$ cat config.mk
export PLATFORM = sky130hd
export DESIGN_NAME = coap_wellknown_responder
export DESIGN_NICKNAME = d
export VERILOG_FILES = /design/src/hw/rtl/cwk_pkg.sv /design/src/hw/rtl/coap_wellknown_responder.sv /design/src/hw/rtl/cwk_front.sv /design/src/hw/rtl/cwk_cmd_queue.sv /design/src/hw/rtl/cwk_back.sv
export SDC_FILE = /design/constraint.sdc
export NUM_CORES = 1
export LEC_CHECK = 0
export ABC_AREA = 1
export BUFFER_PORTS_ARGS = -buffer_cell sky130_fd_sc_hd__buf_4
export CAP_MARGIN = 5
export CORE_ASPECT_RATIO = 0.6
export CORE_MARGIN = 4
export CORE_UTILIZATION = 40
export CTS_CLUSTER_SIZE = 30
export DETAILED_ROUTE_END_ITERATION = 12
export PLACE_DENSITY = 0.65
export SETUP_SLACK_MARGIN = 0.05
export SLEW_MARGIN = 20
export SYNTH_ARGS = -nofsm -noshare
export SYNTH_HDL_FRONTEND = slang
export SYNTH_SLANG_ARGS = --single-unit
$ cat constraint.sdc
create_clock -name clk -period 3.5 [get_ports clk]
set_input_delay 0.175 -clock clk [delete_from_list [all_inputs] [get_ports clk]]
set_output_delay 0.175 -clock clk [all_outputs]
set_load 0.005 [all_outputs]
$ cat src/hw/rtl/cwk_pkg.sv
`timescale 1ns / 1ps
// cwk_pkg: shared types, constants and lookup tables for the well-known-core
// responder. No dependencies; used by every module under hw/rtl.
package cwk_pkg;

	localparam int MAX_MESSAGE_BYTES = 128;
	localparam int POS_W = $clog2(MAX_MESSAGE_BYTES + 1);
	localparam int CMD_DEPTH = 2;
	localparam int CMD_PTR_W = (CMD_DEPTH > 1) ? $clog2(CMD_DEPTH) : 1;
	localparam int CMD_CNT_W = $clog2(CMD_DEPTH + 1);

	localparam logic [3:0] WELL_KNOWN_LEN = 4'd11;
	localparam logic [3:0] CORE_LEN = 4'd4;
	localparam logic [3:0] REPLY_LAST_IDX = 4'd11;
	localparam logic [1:0] COAP_VERSION = 2'd1;

	localparam logic [2:0] REG_GET_CODE = 3'd0;
	localparam logic [2:0] REG_ACK_TYPE = 3'd1;
	localparam logic [2:0] REG_CONTENT_CODE = 3'd2;
	localparam logic [2:0] REG_CONTENT_TYPE_OPTION = 3'd3;
	localparam logic [2:0] REG_LINK_FORMAT_TYPE = 3'd4;
	localparam logic [2:0] REG_MAX_OPTIONS = 3'd5;

	typedef enum logic [1:0] {
		VERDICT_REPLY  = 2'd0,
		VERDICT_REJECT = 2'd1,
		VERDICT_IGNORE = 2'd2
	} verdict_t;

	typedef enum logic [5:0] {
		PH_HEADER   = 6'b000001,
		PH_OPT_HDR  = 6'b000010,
		PH_OPT_VAL  = 6'b000100,
		PH_PAYLOAD  = 6'b001000,
		PH_BAD      = 6'b010000,
		PH_OVERLONG = 6'b100000
	} phase_t;

	typedef struct packed {
		logic [7:0] in_byte;
		logic       in_last;
	} req_word_t;

	typedef struct packed {
		logic [7:0] out_byte;
		logic       out_last;
		verdict_t   verdict;
	} rsp_word_t;

	typedef struct packed {
		logic [7:0] get_code;
		logic [1:0] ack_type;
		logic [7:0] content_code;
		logic [3:0] content_type_option;
		logic [7:0] link_format_type;
		logic [3:0] max_options;
	} cfg_t;

	typedef struct packed {
		verdict_t    kind;
		logic [15:0] msg_id;
	} cmd_t;

	function automatic logic [7:0] well_known_byte(input logic [3:0] idx);
		logic [7:0] r;
		case (idx)
			4'd0:    r = 8'h2e;
			4'd1:    r = 8'h77;
			4'd2:    r = 8'h65;
			4'd3:    r = 8'h6c;
			4'd4:    r = 8'h6c;
			4'd5:    r = 8'h2d;
			4'd6:    r = 8'h6b;
			4'd7:    r = 8'h6e;
			4'd8:    r = 8'h6f;
			4'd9:    r = 8'h77;
			4'd10:   r = 8'h6e;
			default: r = 8'h00;
		endcase
		return r;
	endfunction

	function automatic logic [7:0] core_byte(input logic [1:0] idx);
		logic [7:0] r;
		case (idx)
			2'd0:    r = 8'h63;
			2'd1:    r = 8'h6f;
			2'd2:    r = 8'h72;
			default: r = 8'h65;
		endcase
		return r;
	endfunction

	// "</led>" body, reply bytes 6..11
	function automatic logic [7:0] link_byte(input logic [3:0] idx);
		logic [7:0] r;
		case (idx)
			4'd6:    r = 8'h3c;
			4'd7:    r = 8'h2f;
			4'd8:    r = 8'h6c;
			4'd9:    r = 8'h65;
			4'd10:   r = 8'h64;
			4'd11:   r = 8'h3e;
			default: r = 8'h00;
		endcase
		return r;
	endfunction

endpackage

$ cat src/hw/rtl/coap_wellknown_responder.sv
`timescale 1ns / 1ps
// coap_wellknown_responder: top level; configuration registers and the
// front parser, command queue and reply generator. Depends on cwk_pkg.
//
// Usage: message bytes enter as words on req (in_byte, in_last) when push is
// high and full is low; one byte per cycle, in_last on the final byte.
// Results leave on rsp while empty is low and are taken with pop. A request
// for .well-known/core yields twelve reply words, anything else one verdict
// word (1 header rejected, 2 ignored), out_last set on the last word.
// The first result word goes through the queue and the output register once the
// final byte is taken; reply words follow at one per cycle while pop is held.
// Throughput: one byte per cycle; full rises only when two finished messages
// are waiting for the result side, which drains one word per cycle while pop
// is held. A stalled result side holds its word and the parser keeps taking bytes.
// Configuration: cfg_index/cfg_data written when cfg_valid is high
// (cfg_ready is always high); indexes beyond the register list are ignored.
// Reset (arst_n low) clears parser state, queue and output and loads the
// register defaults.
module coap_wellknown_responder (
	input  logic               clk,
	input  logic               arst_n,
	input  logic               push,
	output logic               full,
	input  cwk_pkg::req_word_t req,
	output logic               empty,
	input  logic               pop,
	output cwk_pkg::rsp_word_t rsp,
	input  logic               cfg_valid,
	output logic               cfg_ready,
	input  logic [2:0]         cfg_index,
	input  logic [7:0]         cfg_data
);

	cwk_pkg::cfg_t cfg_q;
	cwk_pkg::cmd_t cmd;
	cwk_pkg::cmd_t head;
	logic          cmd_push;
	logic          q_empty;
	logic          q_full;
	logic          q_pop;
	logic          acc;

	assign cfg_ready = 1'b1;
	assign full = q_full;
	assign acc = push && !q_full;

	always_ff @(posedge clk or negedge arst_n) begin
		if (!arst_n) begin
			cfg_q.get_code <= 8'd1;
			cfg_q.ack_type <= 2'd2;
			cfg_q.content_code <= 8'd69;
			cfg_q.content_type_option <= 4'd1;
			cfg_q.link_format_type <= 8'd40;
			cfg_q.max_options <= 4'd8;
		end else if (cfg_valid) begin
			unique case (cfg_index)
				cwk_pkg::REG_GET_CODE:            cfg_q.get_code <= cfg_data;
				cwk_pkg::REG_ACK_TYPE:            cfg_q.ack_type <= cfg_data[1:0];
				cwk_pkg::REG_CONTENT_CODE:        cfg_q.content_code <= cfg_data;
				cwk_pkg::REG_CONTENT_TYPE_OPTION: cfg_q.content_type_option <= cfg_data[3:0];
				cwk_pkg::REG_LINK_FORMAT_TYPE:    cfg_q.link_format_type <= cfg_data;
				cwk_pkg::REG_MAX_OPTIONS:         cfg_q.max_options <= cfg_data[3:0];
				default: begin
				end
			endcase
		end
	end

	cwk_front u_front (
		.clk      (clk),
		.arst_n   (arst_n),
		.acc      (acc),
		.req      (req),
		.cfg      (cfg_q),
		.cmd_push (cmd_push),
		.cmd      (cmd)
	);

	cwk_cmd_queue u_queue (
		.clk     (clk),
		.arst_n  (arst_n),
		.wr      (cmd_push),
		.wr_data (cmd),
		.rd      (q_pop),
		.head    (head),
		.q_empty (q_empty),
		.q_full  (q_full)
	);

	cwk_back u_back (
		.clk     (clk),
		.arst_n  (arst_n),
		.cfg     (cfg_q),
		.head    (head),
		.q_empty (q_empty),
		.q_pop   (q_pop),
		.pop     (pop),
		.empty   (empty),
		.rsp     (rsp)
	);

endmodule

$ cat src/hw/rtl/cwk_front.sv
`timescale 1ns / 1ps
// cwk_front: per-byte CoAP header/option parser; on the final byte it issues
// one command word to the queue. Depends on cwk_pkg.
module cwk_front (
	input  logic               clk,
	input  logic               arst_n,
	input  logic               acc,
	input  cwk_pkg::req_word_t req,
	input  cwk_pkg::cfg_t      cfg,
	output logic               cmd_push,
	output cwk_pkg::cmd_t      cmd
);

	cwk_pkg::phase_t            phase_q, phase_d;
	logic [cwk_pkg::POS_W-1:0]  pos_q, pos_d;
	logic [15:0]                msg_id_q, msg_id_d;
	logic [7:0]                 req_code_q, req_code_d;
	logic [3:0]                 opt_count_q, opt_count_d;
	logic [3:0]                 seen_q, seen_d;
	logic [3:0]                 left_q, left_d;
	logic [3:0]                 cidx_q, cidx_d;
	logic [1:0]                 pm_q, pm_d;
	logic                       bad_q, bad_d;
	logic [7:0]                 b;
	logic [3:0]                 len;
	logic [3:0]                 seen_inc;
	logic [3:0]                 left_dec;

	assign b = req.in_byte;
	assign len = b[3:0];
	assign seen_inc = seen_q + 4'd1;
	assign left_dec = left_q - 4'd1;

	always_comb begin
		phase_d = phase_q;
		pos_d = pos_q;
		msg_id_d = msg_id_q;
		req_code_d = req_code_q;
		opt_count_d = opt_count_q;
		seen_d = seen_q;
		left_d = left_q;
		cidx_d = cidx_q;
		pm_d = pm_q;
		bad_d = bad_q;
		cmd.kind = cwk_pkg::VERDICT_IGNORE;
		cmd.msg_id = msg_id_q;

		if (pos_q >= cwk_pkg::POS_W'(cwk_pkg::MAX_MESSAGE_BYTES)) begin
			if (phase_q != cwk_pkg::PH_BAD) begin
				phase_d = cwk_pkg::PH_OVERLONG;
			end
		end else begin
			pos_d = pos_q + cwk_pkg::POS_W'(1);
			unique case (phase_q)
				cwk_pkg::PH_HEADER: begin
					if (pos_q == cwk_pkg::POS_W'(0)) begin
						opt_count_d = b[3:0];
						bad_d = (b[7:6] != cwk_pkg::COAP_VERSION) ||
							(b[3:0] > cfg.max_options);
					end else if (pos_q == cwk_pkg::POS_W'(1)) begin
						req_code_d = b;
					end else if (pos_q == cwk_pkg::POS_W'(2)) begin
						msg_id_d = {b, 8'h00};
					end else begin
						msg_id_d = {msg_id_q[15:8], b};
						if (bad_q) begin
							phase_d = cwk_pkg::PH_BAD;
						end else if (opt_count_q == 4'd0) begin
							phase_d = cwk_pkg::PH_PAYLOAD;
						end else begin
							phase_d = cwk_pkg::PH_OPT_HDR;
						end
					end
				end
				cwk_pkg::PH_OPT_HDR: begin
					cidx_d = 4'd0;
					left_d = len;
					if (seen_q == 4'd0 && len == cwk_pkg::WELL_KNOWN_LEN) pm_d[0] = 1'b1;
					if (seen_q == 4'd1 && len == cwk_pkg::CORE_LEN) pm_d[1] = 1'b1;
					if (len == 4'd0) begin
						seen_d = seen_inc;
						phase_d = (seen_inc == opt_count_q) ?
							cwk_pkg::PH_PAYLOAD : cwk_pkg::PH_OPT_HDR;
					end else begin
						phase_d = cwk_pkg::PH_OPT_VAL;
					end
				end
				cwk_pkg::PH_OPT_VAL: begin
					if (seen_q == 4'd0 && cidx_q < cwk_pkg::WELL_KNOWN_LEN &&
						b != cwk_pkg::well_known_byte(cidx_q)) pm_d[0] = 1'b0;
					if (seen_q == 4'd1 && cidx_q < cwk_pkg::CORE_LEN &&
						b != cwk_pkg::core_byte(cidx_q[1:0])) pm_d[1] = 1'b0;
					cidx_d = cidx_q + 4'd1;
					left_d = left_dec;
					if (left_dec == 4'd0) begin
						seen_d = seen_inc;
						phase_d = (seen_inc == opt_count_q) ?
							cwk_pkg::PH_PAYLOAD : cwk_pkg::PH_OPT_HDR;
					end
				end
				default: begin
				end
			endcase
		end

		cmd.msg_id = msg_id_d;
		if (phase_d == cwk_pkg::PH_BAD) begin
			cmd.kind = cwk_pkg::VERDICT_REJECT;
		end else if (phase_d == cwk_pkg::PH_PAYLOAD && req_code_d == cfg.get_code &&
			opt_count_d == 4'd2 && pm_d == 2'b11) begin
			cmd.kind = cwk_pkg::VERDICT_REPLY;
		end else begin
			cmd.kind = cwk_pkg::VERDICT_IGNORE;
		end
	end

	assign cmd_push = acc && req.in_last;

	always_ff @(posedge clk or negedge arst_n) begin
		if (!arst_n) begin
			phase_q <= cwk_pkg::PH_HEADER;
			pos_q <= '0;
			msg_id_q <= '0;
			req_code_q <= '0;
			opt_count_q <= '0;
			seen_q <= '0;
			left_q <= '0;
			cidx_q <= '0;
			pm_q <= '0;
			bad_q <= 1'b0;
		end else if (acc) begin
			if (req.in_last) begin
				phase_q <= cwk_pkg::PH_HEADER;
				pos_q <= '0;
				msg_id_q <= '0;
				req_code_q <= '0;
				opt_count_q <= '0;
				seen_q <= '0;
				left_q <= '0;
				cidx_q <= '0;
				pm_q <= '0;
				bad_q <= 1'b0;
			end else begin
				phase_q <= phase_d;
				pos_q <= pos_d;
				msg_id_q <= msg_id_d;
				req_code_q <= req_code_d;
				opt_count_q <= opt_count_d;
				seen_q <= seen_d;
				left_q <= left_d;
				cidx_q <= cidx_d;
				pm_q <= pm_d;
				bad_q <= bad_d;
			end
		end
	end

endmodule

$ cat src/hw/rtl/cwk_cmd_queue.sv
`timescale 1ns / 1ps
// cwk_cmd_queue: short register queue of command words between the parser
// and the reply generator. Depends on cwk_pkg.
module cwk_cmd_queue (
	input  logic          clk,
	input  logic          arst_n,
	input  logic          wr,
	input  cwk_pkg::cmd_t wr_data,
	input  logic          rd,
	output cwk_pkg::cmd_t head,
	output logic          q_empty,
	output logic          q_full
);

	cwk_pkg::cmd_t                  mem_q [cwk_pkg::CMD_DEPTH];
	logic [cwk_pkg::CMD_PTR_W-1:0]  wp_q;
	logic [cwk_pkg::CMD_PTR_W-1:0]  rp_q;
	logic [cwk_pkg::CMD_CNT_W-1:0]  cnt_q;
	logic                           do_wr;
	logic                           do_rd;

	assign q_empty = (cnt_q == '0);
	assign q_full = (cnt_q == cwk_pkg::CMD_CNT_W'(cwk_pkg::CMD_DEPTH));
	assign do_wr = wr && !q_full;
	assign do_rd = rd && !q_empty;
	assign head = mem_q[rp_q];

	function automatic logic [cwk_pkg::CMD_PTR_W-1:0] ptr_inc(
		input logic [cwk_pkg::CMD_PTR_W-1:0] p);
		logic [cwk_pkg::CMD_PTR_W-1:0] r;
		if (p == cwk_pkg::CMD_PTR_W'(cwk_pkg::CMD_DEPTH - 1)) r = '0;
		else r = p + cwk_pkg::CMD_PTR_W'(1);
		return r;
	endfunction

	always_ff @(posedge clk) begin
		if (do_wr) mem_q[wp_q] <= wr_data;
	end

	always_ff @(posedge clk or negedge arst_n) begin
		if (!arst_n) begin
			wp_q <= '0;
			rp_q <= '0;
			cnt_q <= '0;
		end else begin
			if (do_wr) wp_q <= ptr_inc(wp_q);
			if (do_rd) rp_q <= ptr_inc(rp_q);
			if (do_wr && !do_rd) cnt_q <= cnt_q + cwk_pkg::CMD_CNT_W'(1);
			else if (do_rd && !do_wr) cnt_q <= cnt_q - cwk_pkg::CMD_CNT_W'(1);
		end
	end

	assert property (@(posedge clk) disable iff (!arst_n)
		cnt_q <= cwk_pkg::CMD_CNT_W'(cwk_pkg::CMD_DEPTH))
		else $error("cmd queue count overflow");
	assert property (@(posedge clk) disable iff (!arst_n)
		(wr && !q_full && !(rd && !q_empty)) |=> !q_empty)
		else $error("cmd queue lost a word");
	assert property (@(posedge clk) disable iff (!arst_n)
		q_empty |-> (wp_q == rp_q))
		else $error("cmd queue pointers disagree when empty");

endmodule

$ cat src/hw/rtl/cwk_back.sv
`timescale 1ns / 1ps
// cwk_back: turns queued command words into result words (one verdict or a
// 12-byte acknowledgement) through an output register. Depends on cwk_pkg.
module cwk_back (
	input  logic               clk,
	input  logic               arst_n,
	input  cwk_pkg::cfg_t      cfg,
	input  cwk_pkg::cmd_t      head,
	input  logic               q_empty,
	output logic               q_pop,
	input  logic               pop,
	output logic               empty,
	output cwk_pkg::rsp_word_t rsp
);

	logic [3:0]         idx_q;
	logic               ovld_q;
	cwk_pkg::rsp_word_t out_q;
	cwk_pkg::rsp_word_t gen;
	logic               load;
	logic               gen_last;

	always_comb begin
		gen.verdict = head.kind;
		gen.out_byte = 8'h00;
		gen_last = 1'b1;
		if (head.kind == cwk_pkg::VERDICT_REPLY) begin
			gen_last = (idx_q == cwk_pkg::REPLY_LAST_IDX);
			unique case (idx_q)
				4'd0:    gen.out_byte = {2'b01, cfg.ack_type, 4'b0001};
				4'd1:    gen.out_byte = cfg.content_code;
				4'd2:    gen.out_byte = head.msg_id[15:8];
				4'd3:    gen.out_byte = head.msg_id[7:0];
				4'd4:    gen.out_byte = {cfg.content_type_option, 4'b0001};
				4'd5:    gen.out_byte = cfg.link_format_type;
				default: gen.out_byte = cwk_pkg::link_byte(idx_q);
			endcase
		end
		gen.out_last = gen_last;
	end

	assign load = !q_empty && (!ovld_q || pop);
	assign q_pop = load && gen_last;
	assign empty = !ovld_q;
	assign rsp = out_q;

	always_ff @(posedge clk) begin
		if (load) out_q <= gen;
	end

	always_ff @(posedge clk or negedge arst_n) begin
		if (!arst_n) begin
			idx_q <= '0;
			ovld_q <= 1'b0;
		end else begin
			if (load) begin
				idx_q <= gen_last ? 4'd0 : idx_q + 4'd1;
			end
			if (load) ovld_q <= 1'b1;
			else if (pop) ovld_q <= 1'b0;
		end
	end

	assert property (@(posedge clk) disable iff (!arst_n)
		idx_q <= cwk_pkg::REPLY_LAST_IDX)
		else $error("reply index out of range");
	assert property (@(posedge clk) disable iff (!arst_n)
		(idx_q != 4'd0) |-> (!q_empty && head.kind == cwk_pkg::VERDICT_REPLY))
		else $error("reply in progress without a reply command");
	assert property (@(posedge clk) disable iff (!arst_n)
		(ovld_q && out_q.verdict != cwk_pkg::VERDICT_REPLY) |->
		(out_q.out_last && out_q.out_byte == 8'h00))
		else $error("verdict word malformed");

endmodule
==> results of run 1 <==
layer usage:
metal | up-vias | track usage [%] | part of all wire (%)
li1 | 3258 | - | -
met5 | - | 0 | 0
met2 | 276 | 23.65 | 36
met1 | 3189 | 32.34 | 53
met3 | 12 | 6.520 | 11
met4 | 0 | 3.565 | 0.50
final timing paths:
kind	start	endpoint	slack [ns]	cells after the start
max in group asynchronous	arst_n	u_front.pm_q[1]	2.70	3
hold reg to reg	u_front.msg_id_q[10]	u_front.msg_id_q[10]	0.48	2
setup / recovery	u_queue.rp_q	u_queue.cnt_q[1]	0.88	11
hold / removal	req[0]	u_front.bad_q	0.03	2
min in group asynchronous	arst_n	u_front.pos_q[3]	0.34	3
setup reg to reg	u_queue.rp_q	u_queue.cnt_q[1]	0.88	11
area by class of cell:
type | instances | area [um^2] | share of cell area, %
Sequential cell | 147 | 3926 | 42.95
Multi-Input combinational cell | 650 | 3391 | 37.09
Clock buffer | 25 | 538.0 | 5.885
Inverter | 135 | 506.7 | 5.543
Timing Repair Buffer | 45 | 355.3 | 3.887
Tap cell | 266 | 332.8 | 3.640
Clock inverter | 7 | 92.59 | 1.013
kinds of logic (layout without fill, tap and decap cells):
family	Yosys count	count (layout)
other	1	1
buffers and inverters	154	212
AND/OR/NAND/NOR	431	431
AO/OA/AOI/OAI	178	178
multiplexers	4	4
flip-flops	147	147
adder cells (fa/ha/maj)	27	27
XOR/XNOR	9	9
critical path, stage by stage, from the launching register on:
cell,delay (ns)
dfrtp_1,0.70
mux2i_1,0.26
inv_1,0.07
nor2_1,0.17
inv_1,0.15
nor2_1,0.21
inv_1,0.09
nand2_1,0.17
ha_1,0.29
a21oi_1,0.12
o21ai_0,0.11
xor2_1,0.15
cells in the mapped netlist (all sizes together) (2+ instances only):
library cell	instances	area, um^2
nand3	81	415.4
xor2	6	52.55
ha	27	337.8
nand4	9	62.56
mux2i	4	40.04
clkbuf	11	41.29
dfrtp	90	2252
a32o	2	20.02
o211ai	5	37.54
a21oi	35	182.7
o21ai	82	417.9
edfxtp	47	1411
o22ai	34	212.7
inv	134	503.0
or2	2	12.52
a221oi	2	17.52
a31oi	2	12.51
nor4	2	12.51
nor2	72	342.8
o2111ai	2	17.52
a22o	6	52.55
xnor2	3	26.28
buf	8	57.55
nand2	255	982.2
nor3	8	45.04
dfstp	10	262.8
stage by stage:
step / util (%) / instance area (um^2) / power [mW]
5_1_grt: 47.55 / 9143 / 7.612
2_1_floorplan: - / 7918 / 4.370
3_5_place_dp: 44.17 / 8492 / 5.156
4_1_cts: 47.55 / 9143 / 7.103
6_report: 47.55 / 9143 / 7.128
3_3_place_gp: 44.17 / 8492 / 5.126
timing repair:
item	CTS	global route
endpoints found under the hold margin	91	0
hold buffers	2	0
endpoints found under the setup margin	0	0
where the power goes:
group	switching [mW]	internal, mW	leakage, nW	total, mW
Clock	0.715	1.21	0.313	1.93
Combinational	1.74	0.869	2.13	2.61
Sequential	0.284	2.31	1.75	2.59
state kept, by name, indices dropped and copies added (netlist names), 2 cells and up:
signal	cells
u_queue.mem_q	36
cfg_q	34
u_front.msg_id_q	16
u_back.rsp	11
u_front.pos_q	8
u_front.req_code_q	8
u_front.phase_q	6
u_back.idx_q	4
u_front.cidx_q	4
u_front.left_q	4
u_front.opt_count_q	4
u_front.seen_q	4
u_front.pm_q	2
u_queue.cnt_q	2
==> impl_metrics.toml, run 1 <==
[outcome]
outcome = "finished, final reports clean"

[timing]
relSlewSlack_pct = 48.57
final-max-slew-violation-count = 0
layout_setup_ws_ns = 0.8849
finClkSkew_ns = 0.01108
fin_crit_sh_pct = 74.72
hold_slack_ns = 0.03388
fin_tns_setup_ns = 0
max_freq_mhz = 382.4
rsz0062_at_grt = "false"
worst_pin_slew_ns = 0.7696
period_needed_ns = 2.615
finalSetupViolations = 0
hold_viol = 0

[yosys]
synth-seq-area-share_pct = 49.59
synth_flop_cell = "dfrtp_1"
syn_area_um2 = 7918
synth.avg_cell_area_um2 = 8.326
ys_seq_elements = 147
synthAdderAreaFrac_pct = 4.267
syn_inst = 951
synth_top_family_by_area = "simple AND/OR/NAND/NOR gates"
syn-num-nets = 1003
synthMuxAreaShare_pct = 0.5057
synth_simple_gate_area_share_pct = 23.85
ys_types = 52
synth-xor-area-share_pct = 0.9956
synthArstFlopShare_pct = 68.03
synth_compound_area_share_pct = 13.10
synth_edf_count = 47
ys_warn_count = 0

[flow_run]
maxCapViolations = 0

[place]
dpl.hpwl_mm = 15.61
dp_slack_ns = 0.9313
place_inst = 1241
place_congestion = 0.8932
portBuffers = 37

[cells_and_area]
layout_common_cells = "nand2_1, inv_1, dfrtp_1, nand3_1, o21ai_0"
nets = 1048
layoutNonFillerInstCount = 1275
antenna_cells = 0
drive_gt1_share_pct = 11.79
area_growth_pct = 15.47
final_common_cell = "nand2_1"
fill_cells = 1912

[drt]
vias = 6735
drcViolationCount = 0
wire_per_inst_um = 16.44
drt-initial-drc-count = 670
wirelength_mm = 20.96
vias_per_cell = 5.282
detail-route-antenna-nets = 0
drtPass1Iterations = 6

[clock_tree]
clk_pin_slew_ns = 0.06
htreeDepth = 4
cts_tree = "done"
cts_buffers = 17
worstSkewPairLatency_ns = 0.42
clockBufferDepth = 2
cts-root-buf = "clkbuf_16"
post_cts_buffers = 0
ctsResizeCount = 0
cts_sinks = 147

[grt]
grt_first_pass_wirelength_mm = 33.51
grtUsageTotal_pct = 19.45
grt_max_degree = 101
gr-total-overflow = 0
first_global_vias = 6027
antenna_found_initial = 0

[die]
initial_utilization_pct = 41.18
num_rows = 39
fp.dieW_um = 189.6
dieArea_um2 = 22180
ioPinCount = 39
die_h_um = 117.0
core_um2 = 19230

[setup_path]
crit_type = "register to register"
start_kind = "register"
worstPathRequired_ns = 3.79
worstPathMaxFanout = 16
crit_arrival_ns = 2.91
crit_path_end_kind = "register"

[power_and_ir_drop]
leakage_nw = 4.191
power.density_nw_per_um2 = 779.7
max-vdd-ir-drop_v = 0.0003802

[min_path]
min_path_type = "input port to register"
No activity file was read; power rests on OpenSTA's default activity.
==> run 2, diff against run 1 <==
==> constraint.sdc (replaced) <==
create_clock -name clk -period 2.7 [get_ports clk]
set_input_delay 0.135 -clock clk [delete_from_list [all_inputs] [get_ports clk]]
set_output_delay 0.135 -clock clk [all_outputs]
set_load 0.005 [all_outputs]
==> impl_metrics.toml, run 2 (same netlist as run 1, synthesis figures left out) <==
[clock_tree]
clk_pin_slew_ns = 0.06
cts-root-buf = "clkbuf_16"
cts_sinks = 147
worstSkewPairLatency_ns = 0.43
cts_tree = "done"
cts_buffers = 17
htreeDepth = 4
clockBufferDepth = 2

[grt]
grtUsageTotal_pct = 19.82
gr-total-overflow = 0
grt_max_degree = 75
antenna_found_initial = 0
grt_first_pass_wirelength_mm = 34.26
first_global_vias = 6186

[power_and_ir_drop]
switching_power_mw = 3.664
max-vdd-ir-drop_v = 0.0004523
power.density_nw_per_um2 = 1009
p_seq_share_pct = 35.5
internal_power_mw = 5.683
leakage_nw = 4.244
power_frac_comb_pct = 38.0
swShare_pct = 39.20
clockPowerShare_pct = 26.5

[timing]
max_freq_mhz = 407.4
fin_crit_sh_pct = 90.91
finalSetupViolations = 0
fin_tns_setup_ns = 0
period_needed_ns = 2.455
rsz0062_at_grt = "false"
relSlewSlack_pct = 49.58
hold_viol = 0
worst_pin_slew_ns = 0.7373
final-max-slew-violation-count = 0
finClkSkew_ns = 0.007977

[setup_path]
start_kind = "register"
critPathLaunch = "u_front.pos_q[1]"
crit_arrival_ns = 2.62
r2r_end = "u_queue.mem_q[1][17]"
crit_type = "register to register"
r2r-start = "u_front.pos_q[1]"
worstPathMaxFanout = 11
reg2reg_slack_ns = 0.25
endpoint = "u_queue.mem_q[1][17]"
r2r_cells = 16
crit_path_end_kind = "register"
worstPathRequired_ns = 2.86

[drt]
wire_per_inst_um = 16.39
drcViolationCount = 0
wirelength_mm = 21.13
vias_per_cell = 5.264
detail-route-antenna-nets = 0
drtPass1Iterations = 6
drt-initial-drc-count = 704
vias = 6785

[cells_and_area]
multi_input_area_um2 = 3406
seqCellArea_um2 = 3929
reg_top3 = "u_queue.mem_q (36), cfg_q (34), u_front.msg_id_q (16)"
antenna_cells = 0
final_common_cell = "nand2_1"
drive_gt1_share_pct = 13.29
fill_cells = 1890
largest_register_ffs = 36
postLayoutCoreUtil_pct = 48.18
nets = 1062
regMostFlops = "u_queue.mem_q"
layout_common_cells = "nand2_1, inv_1, dfrtp_1, nand3_1, o21ai_0"
layoutNonFillerInstCount = 1289
area_growth_pct = 17.00

[die]
fp.dieW_um = 189.6
dieArea_um2 = 22180
ioPinCount = 39
core_um2 = 19230
num_rows = 39
initial_utilization_pct = 41.18
die_h_um = 117.0

[place]
portBuffers = 37
dpl.hpwl_mm = 15.51
place_congestion = 0.9113
place_inst = 1251

[outcome]
outcome = "finished, final reports clean"

[min_path]
min-delay-start = "cfg_data[5]"
min_path_type = "input port to register"

[flow_run]
maxCapViolations = 0
-- run 2: changes by cell type in the layout (fill, tap and decap cells not counted), moves of 2 or more --
| cell | delta |
|---|---|
| clkbuf_8 | -4 |
| buf_4 | +10 |
| dfrtp_2 | +2 |
| dfrtp_1 | -2 |
| inv_6 | +2 |
| clkbuf_16 | -2 |
| dlygate4sd3_1 | +3 |
| clkinv_4 | +3 |
-- run 2: routing by layer --
| metal | vias up | routed length (um) | global-route usage, % |
|---|---|---|---|
| li1 | 3280 | - | - |
| met1 | 3208 | 11370 | 33.24 |
| met2 | 280 | 7702 | 24.42 |
| met3 | 17 | 1829 | 4.890 |
| met4 | 0 | 231 | 5.106 |
| met5 | - | 0 | 0 |
-- run 2: critical path, cell delays in order, from the launching register on --
cell and delay, ns:
dfrtp_1 0.41, inv_1 0.11, ha_1 0.17, nand2_2 0.10, nor2_4 0.14, nand2_2 0.12
nor2_4 0.15, buf_12 0.14, nand2_1 0.05, nand2_1 0.11, nor2_1 0.05, nor2_1 0.09
nand2_1 0.06, nor2_1 0.15, nand3_1 0.13, nor2_2 0.13, nor2_1 0.07
-- run 2: what timing repair did --
item                                    CTS  global route
endpoints found under the setup margin    0             2
gates resized for setup                   0             7
endpoints found under the hold margin    31             0
setup buffers                             0             1
hold buffers                              5             0
-- run 2: worst min-delay path by stage --
stage / slack, ns / depth (start not counted) / end
floorplan: -0.16 / 0 / cfg_q[0]
global placement: 0.1 / 1 / u_front.pos_q[2]
finish: 0.02 / 3 / cfg_q[9]
global route: 0.01 / 3 / cfg_q[9]
detailed placement: 0.1 / 1 / u_front.pos_q[3]
CTS: 0.007 / 3 / cfg_q[9]
-- run 2: power groups by stage --
stage / Combinational (mW) / Clock, mW / Sequential, mW
after global routing: 3.98 / 2.63 / 3.38
final: 3.55 / 2.47 / 3.32
after detailed placement: 3.43 / 0 / 3.35
after global placement: 3.39 / 0 / 3.34
after floorplan: 2.40 / 0 / 3.27
after CTS: 3.46 / 2.52 / 3.31
-- run 2: final cells by class --
class / count / share of cell area [%]
Clock buffer: 18 / 4.633
Inverter: 135 / 5.470
Tap cell: 266 / 3.593
Multi-Input combinational cell: 650 / 36.76
Clock inverter: 14 / 1.945
Timing Repair Buffer: 59 / 5.186
Sequential cell: 147 / 42.41
-- run 2: per-stage QoR --
| step | instance area [um^2] | total power [mW] | hold WS, ns | setup slack (ns) |
|---|---|---|---|---|
| 2_1_floorplan | 7918 | 5.665 | -0.1606 | 0.3231 |
| 3_3_place_gp | 8567 | 6.738 | 0.09575 | 0.2975 |
| 3_5_place_dp | 8567 | 6.777 | 0.09889 | 0.2504 |
| 4_1_cts | 9226 | 9.290 | 0.007190 | 0.2190 |
| 5_1_grt | 9264 | 9.990 | 0.01407 | 0.05327 |
| 6_report | 9264 | 9.346 | 0.02085 | 0.2454 |
==> run 3, diff against run 2 <==
--- a/config.mk
+++ b/config.mk
@@ -5,7 +5,6 @@
 export SDC_FILE = /design/constraint.sdc
 export NUM_CORES = 1
 export LEC_CHECK = 0
-export ABC_AREA = 1
 export BUFFER_PORTS_ARGS = -buffer_cell sky130_fd_sc_hd__buf_4
 export CAP_MARGIN = 5
 export CORE_ASPECT_RATIO = 0.6
==> impl_metrics.toml, run 3 <==
[outcome]
outcome = "finished, final reports clean"

[cells_and_area]
drive_gt1_share_pct = 24.94
final_common_cell = "dfrtp_1"
layoutNonFillerInstCount = 1072
nets = 845
postLayoutCoreUtil_pct = 49.18
area_growth_pct = 20.06
antenna_cells = 0
reg_top3 = "u_queue.mem_q (36), cfg_q (34), u_front.msg_id_q (16)"
layout_common_cells = "dfrtp_1, buf_4, nand2_1, mux2_2, edfxtp_1"
largest_register_ffs = 36
regMostFlops = "u_queue.mem_q"

[grt]
grt.met1_usage_pct = 31.91
busiest_layer = "met1"
first_global_vias = 5934
grtUsageTotal_pct = 19.73
grt_max_degree = 65
met3_usage_pct = 6.243
met2_usage_pct = 25.77
antenna_found_initial = 0
grt_first_pass_wirelength_mm = 33.75
gr-total-overflow = 0

[setup_path]
crit_path_end_kind = "register"
worstPathRequired_ns = 2.87
start_kind = "register"
crit_chain = "nor4_4, nand2_2, or4_4, buf_8, mux2i_1, xnor2_1, nor4_2, o21ai_1"
max_stage_delay_ns = 0.58
critPathTopFamily = "simple AND/OR/NAND/NOR gates"
worstPathMaxFanout = 14
cp_num_buf_inv = 1
slowest_stage = "or4_4"
crit_arrival_ns = 2.71
crit_type = "register to register"

[yosys]
synth.avg_cell_area_um2 = 10.82
synth-seq-area-share_pct = 50.11
synth_top_family_by_area = "compound AO/OA/AOI/OAI gates"
synthMuxAreaShare_pct = 8.256
synth_top_area_share_pct = 28.74
syn_area_um2 = 7835
synth_edf_count = 47
netlist_top_cells_count = "dfrtp_1, nand2_1, mux2_2"
yosys-top-cells-area = "dfrtp_1, edfxtp_1, mux2_2, ha_1, a22o_1"
synthArstFlopShare_pct = 68.03
ys_seq_elements = 147
synth_compound_area_share_pct = 16.75
syn-num-nets = 776
synth_flop_cell = "dfrtp_1"
yosysMostFrequentCell = "dfrtp_1"
synthAdderAreaFrac_pct = 4.312
ys_warn_count = 0
synth-xor-area-share_pct = 3.417
synth_top_area_cell = "dfrtp_1"
ys_types = 67
synth_simple_gate_area_share_pct = 13.61
syn_inst = 724

[timing]
rsz0062_at_grt = "false"
finClkSkew_ns = 0.008177
final-max-slew-violation-count = 0
relSlewSlack_pct = 39.53
hold_viol = 0
max_freq_mhz = 394.0
period_needed_ns = 2.538
fin_crit_sh_pct = 94.01
worst_pin_slew_ns = 0.9037
finalSetupViolations = 0

[drt]
wire_per_inst_um = 19.61
vias_per_cell = 5.717
wirelength_mm = 21.02
detail-route-antenna-nets = 0
drtPass1Iterations = 6
vias = 6129
drt-initial-drc-count = 622
drcViolationCount = 0

[clock_tree]
clk_pin_slew_ns = 0.06
worstSkewPairLatency_ns = 0.42
cts_sinks = 147
cts_buffers = 17
cts_tree = "done"
htreeDepth = 4
clockBufferDepth = 2
cts-root-buf = "clkbuf_16"

[die]
die_h_um = 116.4
core_um2 = 19130
num_rows = 39
fp.dieW_um = 188.7
ioPinCount = 39
dieArea_um2 = 21960
initial_utilization_pct = 40.96

[place]
portBuffers = 37
place_congestion = 0.9467
dpl.hpwl_mm = 14.89
place_inst = 1033

[flow_run]
maxCapViolations = 0

[power_and_ir_drop]
max-vdd-ir-drop_v = 0.0005983
power.density_nw_per_um2 = 989.9
leakage_nw = 3.883

[min_path]
min_path_type = "input port to register"
[run 3: changes by cell type in the layout (fill, tap and decap cells not counted), sizes merged, moves of 33 or more]
cell   previous run  this run
inv             137        32
mux2              0        53
nand2           255        53
nand3            81        10
nor2             72        39
o21ai            82        47
[run 3: worst paths after layout]
| check | cells past startpoint | end | slack, ns | start |
|---|---|---|---|---|
| max in group asynchronous | 3 | cfg_q[7] | 1.69 | arst_n |
| max | 8 | u_queue.mem_q[0][17] | 0.16 | u_front.phase_q[5] |
| max reg2reg | 8 | u_queue.mem_q[0][17] | 0.16 | u_front.phase_q[5] |
| min | 2 | cfg_q[14] | 0.02 | cfg_data[2] |
| min in group asynchronous | 2 | u_front.pos_q[4] | 0.23 | arst_n |
| min reg2reg | 2 | u_front.pm_q[0] | 0.49 | u_front.pm_q[0] |
[run 3: worst reg2reg max path, stage by stage (launching register included)]
cell	delay, ns
dfrtp_1	0.42
nor4_4	0.33
nand2_2	0.10
or4_4	0.58
buf_8	0.18
mux2i_1	0.18
xnor2_1	0.11
nor4_2	0.28
o21ai_1	0.11
[run 3: per-stage QoR]
step | worst slack, ns | setup TNS, ns | area, um^2 | total power [mW] | hold WS, ns
floorplan | 0.1897 | 0 | 7835 | 5.544 | -0.1606
global placement | 0.08515 | 0 | 8650 | 6.735 | 0.1464
detailed placement | -0.03640 | -0.07279 | 8650 | 6.786 | 0.1476
CTS | 0.06378 | 0 | 9309 | 9.185 | 0.002403
global route | 0.03659 | 0 | 9407 | 9.858 | 0.008888
finish | 0.1618 | 0 | 9407 | 9.311 | 0.01763
[run 3: logic make-up (layout without fill, tap and decap cells)]
group / after synthesis / after routing
compound gates: 189 / 189
xor+xnor: 29 / 29
fa+ha+maj: 27 / 27
buf+inv: 71 / 153
flops: 147 / 147
mux: 58 / 58
other cells: 1 / 1
simple gates: 202 / 202
[run 3: final cells by class]
cell class,instances,area [um^2]
flip-flops and latches,147,3930
well taps,266,332.8
multi-input cells,506,3741
inverters,30,112.6
clock buffers,23,467.9
fillers,1767,9722
clock inverters,9,103.9
repair buffers,91,718.2
[run 3: layer usage]
metal	vias up	wire (um)	share of wire, %
met5	-	0	0
met3	9	1911	9.1
li1	2817	-	-
met2	250	8092	38
met4	0	108	0.51
met1	3053	10910	52
[run 3: power by group]
group	internal (mW)	switching, mW
clock network	1.41	0.937
logic	1.61	1.92
registers	3.00	0.435
total	6.02	3.29
[run 3: timing repair]
action | CTS | global route
hold endpoints to repair | 48 | 0
endpoints found under the setup margin | 2 | 8
hold buffers | 6 | 0
pin swaps | 0 | 8
setup buffers | 0 | 1
gates resized for setup | 5 | 23
